`src/rtl/bres_pkg.sv`:
```
// shared constants, request/pixel structs and codes for the line pixel generator
// no dependencies; used by bres_core, bres_addr and the top level
`timescale 1ns / 1ps
`default_nettype none

package bres_pkg;

    // frame buffer geometry
    localparam int BYTES_PER_ROW = 80;
    localparam int SCREEN_ROWS   = 480;
    localparam int PIX_PER_BYTE  = 8;

    // field widths
    localparam int COORD_W  = 10;
    localparam int COLOR_W  = 4;
    localparam int ERR_W    = 13;
    localparam int BIDX_W   = 16;
    localparam int MASK_W   = PIX_PER_BYTE;
    localparam int BITSEL_W = $clog2(PIX_PER_BYTE);
    localparam int BPR_W    = $clog2(BYTES_PER_ROW + 1);
    localparam int PROD_W   = COORD_W + BPR_W;
    localparam int LIM_W    = COORD_W + 1;

    // screen limits, one bit wider than a coordinate so 1024 fits
    localparam logic [LIM_W-1:0] X_LIMIT = LIM_W'(PIX_PER_BYTE * BYTES_PER_ROW);
    localparam logic [LIM_W-1:0] Y_LIMIT = LIM_W'(SCREEN_ROWS);

    // leftmost pixel sits in the msb of the byte
    localparam logic [MASK_W-1:0] MASK_MSB = MASK_W'(1) << (MASK_W - 1);

    // stream payload widths
    localparam int IN_DATA_W  = 48;
    localparam int OUT_DATA_W = 56;

    // request codes
    localparam logic REQ_LOAD = 1'b0;
    localparam logic REQ_STEP = 1'b1;

    typedef struct packed {
        logic               req_type;
        logic [COORD_W-1:0] start_x;
        logic [COORD_W-1:0] start_y;
        logic [COORD_W-1:0] end_x;
        logic [COORD_W-1:0] end_y;
        logic [COLOR_W-1:0] pen_color;
    } t_req;

    typedef struct packed {
        logic               valid_res;
        logic [COORD_W-1:0] pixel_x;
        logic [COORD_W-1:0] pixel_y;
        logic [COLOR_W-1:0] pixel_color;
        logic               last;
    } t_pix;

endpackage

`default_nettype wire

```
`src/rtl/bresenham_line_pixel_generator.sv`:
```
// top level of the line pixel generator: stream ports and the three-stage pipeline
// depends on bres_pkg, bres_core and bres_addr
`timescale 1ns / 1ps
`default_nettype none

// Bresenham line engine for a four-plane planar frame buffer. A load transaction
// (tuser 0) sets up a line and returns its start pixel; each step transaction
// (tuser 1) returns the next pixel, with the end point marked by tlast. Every
// input transaction yields exactly one output transaction; a step with no line
// active returns an all-zero payload with tuser 0. One transaction is taken per
// clock unless m_axis back-pressure stalls the pipeline, and a pixel leaves through
// the input register, pixel register and result register in turn. The rate is set
// by the error-term update loop in bres_core, which holds the line state. The whole
// pipeline advances together whenever the result register is empty or being
// taken, so s_axis tready follows m_axis tready in the same cycle.
module bresenham_line_pixel_generator (
    input  wire                                i_clk,
    input  wire                                i_rst_n,

    input  wire                                i_s_axis_tvalid,
    output logic                               o_s_axis_tready,
    // start_x[9:0], start_y[19:10], end_x[29:20], end_y[39:30], pen_color[43:40], zeros
    input  wire [bres_pkg::IN_DATA_W-1:0]      i_s_axis_tdata,
    // req_type[0]
    input  wire                                i_s_axis_tuser,

    output logic                               o_m_axis_tvalid,
    input  wire                                i_m_axis_tready,
    // pixel_x[9:0], pixel_y[19:10], byte_index[35:20], bit_mask[43:36],
    // pixel_color[47:44], off_screen[48], zeros
    output logic [bres_pkg::OUT_DATA_W-1:0]    o_m_axis_tdata,
    // valid_res[0]
    output logic                               o_m_axis_tuser,
    // last
    output logic                               o_m_axis_tlast
);

    localparam int CW = bres_pkg::COORD_W;

    // pipeline enable: result register empty or being drained
    logic w_en;

    // stage 1: registered request
    logic               r_s1_valid;
    bres_pkg::t_req     r_s1_req;
    bres_pkg::t_req     w_in_req;

    // stage 2: registered pixel
    logic               r_s2_valid;
    bres_pkg::t_pix     r_s2_pix;
    bres_pkg::t_pix     w_core_pix;

    // stage 3: result register
    logic                              r_out_valid;
    logic [bres_pkg::OUT_DATA_W-1:0]   r_out_tdata;
    logic                              r_out_tuser;
    logic                              r_out_tlast;

    logic [bres_pkg::BIDX_W-1:0]       w_byte_index;
    logic [bres_pkg::MASK_W-1:0]       w_bit_mask;
    logic                              w_off_screen;

    assign w_en            = !r_out_valid || i_m_axis_tready;
    assign o_s_axis_tready = w_en;

    // unpack the input transaction
    always_comb begin
        w_in_req.req_type  = i_s_axis_tuser;
        w_in_req.start_x   = i_s_axis_tdata[CW-1:0];
        w_in_req.start_y   = i_s_axis_tdata[2*CW-1:CW];
        w_in_req.end_x     = i_s_axis_tdata[3*CW-1:2*CW];
        w_in_req.end_y     = i_s_axis_tdata[4*CW-1:3*CW];
        w_in_req.pen_color = i_s_axis_tdata[4*CW+bres_pkg::COLOR_W-1:4*CW];
    end

    // line state and step update, committed only when a request moves on
    bres_core u_core (
        .i_clk    (i_clk),
        .i_rst_n  (i_rst_n),
        .i_update (w_en && r_s1_valid),
        .i_req    (r_s1_req),
        .o_pix    (w_core_pix)
    );

    // frame buffer address of the registered pixel
    bres_addr u_addr (
        .i_pix        (r_s2_pix),
        .o_byte_index (w_byte_index),
        .o_bit_mask   (w_bit_mask),
        .o_off_screen (w_off_screen)
    );

    // valid bits of the three stages
    always_ff @(posedge i_clk) begin
        if (!i_rst_n) begin
            r_s1_valid  <= 1'b0;
            r_s2_valid  <= 1'b0;
            r_out_valid <= 1'b0;
        end else if (w_en) begin
            r_s1_valid  <= i_s_axis_tvalid;
            r_s2_valid  <= r_s1_valid;
            r_out_valid <= r_s2_valid;
        end
    end

    // payload registers, no reset needed
    always_ff @(posedge i_clk) begin
        if (w_en) begin
            r_s1_req    <= w_in_req;
            r_s2_pix    <= w_core_pix;
            r_out_tdata <= {{(bres_pkg::OUT_DATA_W - 49){1'b0}},
                            w_off_screen,
                            r_s2_pix.pixel_color,
                            w_bit_mask,
                            w_byte_index,
                            r_s2_pix.pixel_y,
                            r_s2_pix.pixel_x};
            r_out_tuser <= r_s2_pix.valid_res;
            r_out_tlast <= r_s2_pix.last;
        end
    end

    assign o_m_axis_tvalid = r_out_valid;
    assign o_m_axis_tdata  = r_out_tdata;
    assign o_m_axis_tuser  = r_out_tuser;
    assign o_m_axis_tlast  = r_out_tlast;

    // a step with no line active carries nothing but zeros
    a_idle_zero: assert property (@(posedge i_clk) disable iff (!i_rst_n)
        (o_m_axis_tvalid && !o_m_axis_tuser) |-> (o_m_axis_tdata == '0 && !o_m_axis_tlast))
        else $error("idle step result not all zero");

    // every emitted pixel has exactly one mask bit
    a_mask_onehot: assert property (@(posedge i_clk) disable iff (!i_rst_n)
        (o_m_axis_tvalid && o_m_axis_tuser) |-> $onehot(o_m_axis_tdata[43:36]))
        else $error("bit mask not one-hot");

    // a load always produces a pixel in the next stage
    a_load_emits: assert property (@(posedge i_clk) disable iff (!i_rst_n)
        (w_en && r_s1_valid && r_s1_req.req_type == bres_pkg::REQ_LOAD)
        |=> (r_s2_valid && r_s2_pix.valid_res))
        else $error("load did not emit a pixel");

    // the whole pipeline freezes under back-pressure
    a_stall_hold: assert property (@(posedge i_clk) disable iff (!i_rst_n)
        !w_en |=> ($stable(r_s1_valid) && $stable(r_s2_valid) && $stable(r_s2_pix)))
        else $error("pipeline moved while stalled");

endmodule

`default_nettype wire

```
`src/rtl/bres_core.sv`:
```
// line state registers and the one-step bresenham update
// depends on bres_pkg for widths, codes and the request/pixel structs
`timescale 1ns / 1ps
`default_nettype none

module bres_core (
    input  wire                 i_clk,
    input  wire                 i_rst_n,
    input  wire                 i_update,
    input  wire bres_pkg::t_req i_req,
    output bres_pkg::t_pix      o_pix
);

    localparam int CW = bres_pkg::COORD_W;
    localparam int EW = bres_pkg::ERR_W;

    logic [CW-1:0]                 r_cur_x, r_cur_y, r_tgt_x, r_tgt_y, r_dx, r_dy;
    logic [CW-1:0]                 n_cur_x, n_cur_y, n_tgt_x, n_tgt_y, n_dx, n_dy;
    logic                          r_xneg, r_yneg, n_xneg, n_yneg;
    logic signed [EW-1:0]          r_err, n_err;
    logic [bres_pkg::COLOR_W-1:0]  r_color, n_color;
    logic                          r_active, n_active;

    logic signed [EW:0]   w_e2, w_ndy, w_pdx;
    logic signed [EW-1:0] w_dx_e, w_dy_e;
    logic                 w_take_x, w_take_y, w_fin;
    logic [CW-1:0]        w_ldx, w_ldy;

    always_comb begin
        // load setup
        w_ldx = (i_req.end_x > i_req.start_x) ? i_req.end_x - i_req.start_x
                                              : i_req.start_x - i_req.end_x;
        w_ldy = (i_req.end_y > i_req.start_y) ? i_req.end_y - i_req.start_y
                                              : i_req.start_y - i_req.end_y;

        // step decision on the stored error term
        w_e2     = $signed({r_err, 1'b0});
        w_ndy    = -$signed({{(EW + 1 - CW){1'b0}}, r_dy});
        w_pdx    = $signed({{(EW + 1 - CW){1'b0}}, r_dx});
        w_dx_e   = $signed({{(EW - CW){1'b0}}, r_dx});
        w_dy_e   = $signed({{(EW - CW){1'b0}}, r_dy});
        w_take_x = w_e2 > w_ndy;
        w_take_y = w_e2 < w_pdx;

        n_cur_x  = r_cur_x;
        n_cur_y  = r_cur_y;
        n_tgt_x  = r_tgt_x;
        n_tgt_y  = r_tgt_y;
        n_dx     = r_dx;
        n_dy     = r_dy;
        n_xneg   = r_xneg;
        n_yneg   = r_yneg;
        n_err    = r_err;
        n_color  = r_color;
        n_active = r_active;

        if (i_req.req_type == bres_pkg::REQ_LOAD) begin
            n_cur_x = i_req.start_x;
            n_cur_y = i_req.start_y;
            n_tgt_x = i_req.end_x;
            n_tgt_y = i_req.end_y;
            n_dx    = w_ldx;
            n_dy    = w_ldy;
            n_xneg  = !(i_req.start_x < i_req.end_x);
            n_yneg  = !(i_req.start_y < i_req.end_y);
            n_err   = $signed({{(EW - CW){1'b0}}, w_ldx})
                    - $signed({{(EW - CW){1'b0}}, w_ldy});
            n_color = i_req.pen_color;
        end else if (r_active) begin
            n_err = r_err - (w_take_x ? w_dy_e : '0) + (w_take_y ? w_dx_e : '0);
            if (w_take_x) begin
                n_cur_x = r_xneg ? r_cur_x - CW'(1) : r_cur_x + CW'(1);
            end
            if (w_take_y) begin
                n_cur_y = r_yneg ? r_cur_y - CW'(1) : r_cur_y + CW'(1);
            end
        end

        w_fin = (n_cur_x == n_tgt_x) && (n_cur_y == n_tgt_y);

        if (i_req.req_type == bres_pkg::REQ_LOAD || r_active) begin
            n_active          = !w_fin;
            o_pix.valid_res   = 1'b1;
            o_pix.pixel_x     = n_cur_x;
            o_pix.pixel_y     = n_cur_y;
            o_pix.pixel_color = n_color;
            o_pix.last        = w_fin;
        end else begin
            o_pix = '0;
        end
    end

    always_ff @(posedge i_clk) begin
        if (!i_rst_n) begin
            r_cur_x  <= '0;
            r_cur_y  <= '0;
            r_tgt_x  <= '0;
            r_tgt_y  <= '0;
            r_dx     <= '0;
            r_dy     <= '0;
            r_xneg   <= 1'b0;
            r_yneg   <= 1'b0;
            r_err    <= '0;
            r_color  <= '0;
            r_active <= 1'b0;
        end else if (i_update) begin
            r_cur_x  <= n_cur_x;
            r_cur_y  <= n_cur_y;
            r_tgt_x  <= n_tgt_x;
            r_tgt_y  <= n_tgt_y;
            r_dx     <= n_dx;
            r_dy     <= n_dy;
            r_xneg   <= n_xneg;
            r_yneg   <= n_yneg;
            r_err    <= n_err;
            r_color  <= n_color;
            r_active <= n_active;
        end
    end

endmodule

`default_nettype wire

```
`src/rtl/bres_addr.sv`:
```
// planar frame buffer addressing: byte index, msb-first bit mask, off-screen flag
// depends on bres_pkg for geometry constants and the pixel struct
`timescale 1ns / 1ps
`default_nettype none

module bres_addr (
    input  wire bres_pkg::t_pix            i_pix,
    output logic [bres_pkg::BIDX_W-1:0]    o_byte_index,
    output logic [bres_pkg::MASK_W-1:0]    o_bit_mask,
    output logic                           o_off_screen
);

    localparam int PW = bres_pkg::PROD_W;
    localparam int CW = bres_pkg::COORD_W;

    logic [PW-1:0] w_row_base;
    logic [PW-1:0] w_sum;

    always_comb begin
        w_row_base   = {{(PW - CW){1'b0}}, i_pix.pixel_y} * PW'(bres_pkg::BYTES_PER_ROW);
        w_sum        = w_row_base
                     + {{(PW - CW){1'b0}}, i_pix.pixel_x >> bres_pkg::BITSEL_W};
        // index wraps to 16 bits
        o_byte_index = w_sum[bres_pkg::BIDX_W-1:0];
        o_bit_mask   = i_pix.valid_res
                     ? (bres_pkg::MASK_MSB >> i_pix.pixel_x[bres_pkg::BITSEL_W-1:0])
                     : '0;
        o_off_screen = ({1'b0, i_pix.pixel_x} >= bres_pkg::X_LIMIT)
                    || ({1'b0, i_pix.pixel_y} >= bres_pkg::Y_LIMIT);
    end

endmodule

`default_nettype wire
```
`config.mk`:
```
export PLATFORM = sky130hd
export DESIGN_NAME = bresenham_line_pixel_generator
export DESIGN_NICKNAME = d
export VERILOG_FILES = /design/src/rtl/bres_pkg.sv /design/src/rtl/bresenham_line_pixel_generator.sv /design/src/rtl/bres_core.sv /design/src/rtl/bres_addr.sv
export SDC_FILE = /design/constraint.sdc
export NUM_CORES = 1
export LEC_CHECK = 0
export ABC_AREA = 1
export BUFFER_PORTS_ARGS = -buffer_cell sky130_fd_sc_hd__buf_2
export CORE_MARGIN = 2
export CORE_UTILIZATION = 35
export CTS_CLUSTER_DIAMETER = 150
export DETAILED_ROUTE_END_ITERATION = 10
export GPL_ROUTABILITY_DRIVEN = 0
export SLEW_MARGIN = 0
export SYNTH_ARGS = -nofsm -noshare
export SYNTH_HDL_FRONTEND = slang
export SYNTH_SLANG_ARGS = --single-unit
```
`constraint.sdc`:
```
create_clock -name i_clk -period 6.1 [get_ports i_clk]
set_input_delay 1.525 -clock i_clk [delete_from_list [all_inputs] [get_ports i_clk]]
set_output_delay 1.525 -clock i_clk [all_outputs]
set_load 0.03 [all_outputs]
```
==> results by group <==
Run status
  • Status: finished, final reports clean

Timing
  • Minimum clock period: 5.41 ns
  • Final Hold Viols: 0
  • Endpoints failing setup: 0
  • Max transition margin: 0.248
  • Setup ws final: 0.693 ns
  • Max Clock Freq: 185 MHz
  • Final slew viol count: 0
  • Fin crit share: 0.886
  • TNS Setup: 0 ns
  • Setup Skew: 0.0143 ns
  • Tightest Pin Transition: 1.13 ns
  • RSZ-0062 raised after global routing: false
  • WHS: 0.419 ns

Global routing
  • Peak-usage layer in the global routing report: met2
  • GRT Total Usage: 0.164
  • Met3 Usage GRT: 0.0234
  • Initial antenna violation count: 0
  • Largest net degree at the start of global routing: 76
  • Met2 usage: 0.284
  • GR Util met1: 0.215
  • Vias in the first global route: 10200
  • Global-route wire length before repair: 51100 µm
  • GRT overflow: 0

Synthesis
  • FFs w/ async S/R, synth: 0
  • Synth top area share: 0.274
  • Synth area leader: edfxtp_1
  • Sequential fraction of the synthesis area: 0.402
  • Yosys warns: 0
  • Main synth FF type: edfxtp_1
  • Cells after Synth: 1563
  • Post-synth EDFFs: 118
  • Syn avg cell area: 8.28 µm²
  • Synthesized cell area: 12900 µm²
  • Synth area leaders: edfxtp_1, dfxtp_1, ha_1
  • Post-synthesis cell type count: 46
  • Synth Register Bits: 201
  • Top-count cell post-synth: nand2_1
  • Synth top cells by count: nand2_1, inv_1, a21oi_1

Clock network
  • CTS tree: built
  • Clock slew at reported path FFs: 0.06 ns
  • Clk buf depth: 3
  • Post-CTS sizing: 0
  • H-tree level count: 1
  • TritonCTS buffer count: 24
  • CTS sink count: 201
  • CTS Hold Bufs: 0
  • Clk root buf: clkbuf_16
  • Post-CTS setup repair buffer count: 0
  • Clock Latency Late Sink: 0.53 ns

Floorplan
  • Die Span X: 196 µm
  • CORE AREA: 36500 µm²
  • Boundary pin count: 113
  • Die area: 38500 µm²
  • Die Y: 196 µm
  • Initial core utilization: 0.354
  • Core Rows: 70

Power and ir drop
  • Pwr Density: 307 nW/µm²
  • Leakage: 7.17 nW
  • Maximum vdd ir drop: 0.000229 V

Critical path
  • Startpoint Class: register
  • Buf/Inv on CP: 1
  • Req. time, crit path: 6.52 ns
  • WS Path Type: register to register
  • Critical Path Fanout Max: 10
  • Crit path max-delay family: simple AND/OR/NAND/NOR gates
  • CP max stage cell: fa_1
  • Setup crit end kind: register
  • Slowest stage delay, CP: 0.51 ns
  • Critical path arrival: 5.83 ns

Finish
  • # nets final: 1845
  • Diode count: 0
  • P&R area growth vs syn: 13.6%
  • Share of post-route cells with drive strength above 1: 0.107
  • Post-Route Utilization: 0.403

Placed design
  • PortBufs: 101
  • Dpl ws: 0.677 ns
  • DP Wirelength: 23200 µm

Drt
  • TritonRoute pass-1 iters: 5
  • Wire per inst: 14.5 µm
  • Vias/cell: 4.86
  • Total Wirelength: 31100 µm
  • DR vias: 10400
  • Remaining DRCs: 0
  • Antenna-violating nets left: 0
  • Iteration-0 DRC Markers: 453

Hold path
  • Worst hold path class: register to register

Flow run
  • Number of max-cap violations: 0
worst register-to-register path, delay by kind of cell, from the launching register on:
family                     cells  cell delay (ns)
DFF                            1             0.34
AOI/OAI and AO/OA              8             1.25
buffers and inverters          1             0.04
adders and majority gates      3             1.14
xor gates and xnor gates       1             0.19
and+or+nand+nor               14             2.32
routing by layer:
| metal | vias up | part of all wire |
|---|---|---|
| met2 | 179 | 0.48 |
| met5 | - | 0 |
| met4 | 0 | 0.022 |
| met1 | 4788 | 0.47 |
| met3 | 38 | 0.036 |
| li1 | 5378 | - |
power breakdown:
group,internal (mW),total [mW],switching (mW)
Sequential,1.59,1.67,0.0847
Clock,0.900,1.49,0.591
Combinational,0.475,1.36,0.883
state kept, by name (all words and copies together) (netlist names), 4 cells and up:
name	flops
u_core.r_cur_y	10
r_s2_pix	26
u_core.r_err	13
u_core.r_cur_x	10
u_core.r_dy	10
u_core.r_tgt_y	10
o_m_axis_tdata	45
u_core.r_dx	10
u_core.r_color	4
r_s1_req	45
u_core.r_tgt_x	10
layout make-up:
type	instances	area (µm²)
Multi-Input combinational cell	1069	6590
Clock inverter	17	176
Clock buffer	27	653
Inverter	247	930
Timing Repair Buffer	109	566
Fill cell	3656	21800
Tap cell	468	586
Sequential cell	201	5200
final timing paths:
check,startpoint,to,cells after the start,slack (ns)
max,u_core.r_dy[0],u_core.r_err[11],27,0.69
min,r_s2_pix[2],o_m_axis_tdata[45],0,0.42
max reg2reg,u_core.r_dy[0],u_core.r_err[11],27,0.69
min reg2reg,r_s2_pix[2],o_m_axis_tdata[45],0,0.42
per-stage QoR:
step                      cells  area [µm²]  power [mW]
after global routing       2138       14700        4.83
after global placement     2094       13900        3.02
after detailed placement   2094       13900        3.05
final                      2138       14700        4.52
after CTS                  2138       14700        4.57
after floorplan            1569       13000        2.72
placed cells by master (no fill, tap or decap), drive strengths merged:
master | synthesis | routed
a221oi | 7 | 7
nand3b | 10 | 10
o21ai | 139 | 139
a31o | 1 | 1
buf | 19 | 109
a31oi | 2 | 2
dfxtp | 83 | 83
clkbuf | 33 | 27
ha | 121 | 121
inv | 245 | 246
nor2 | 97 | 97
nand2 | 286 | 286
clkinv | 2 | 12
xnor2 | 16 | 16
clkinvlp | 0 | 3
nand3 | 74 | 74
edfxtp | 118 | 118
o221ai | 1 | 1
nand4 | 15 | 15
a211oi | 7 | 7
a21oi | 151 | 151
a21boi | 3 | 3
or2 | 10 | 10
fa | 19 | 19
nor3 | 22 | 22
o22ai | 1 | 1
bufinv | 0 | 3
and2 | 1 | 1
conb | 1 | 7
o21bai | 6 | 6
o211ai | 13 | 13
a21o | 6 | 6
o31ai | 2 | 2
mux2i | 8 | 8
xor2 | 42 | 42
o311ai | 2 | 2
cells by family after synthesis:
family | after synthesis | synth area share
AND/OR/NAND/NOR | 515 | 0.172
XOR/XNOR | 58 | 0.0393
multiplexers | 8 | 0.00619
flip-flops | 201 | 0.402
adder cells (fa/ha/maj) | 140 | 0.146
buffers and inverters | 299 | 0.0906
other | 1 | 0.000290
AO/OA/AOI/OAI | 341 | 0.143
(Power assumes the default switching activity.)
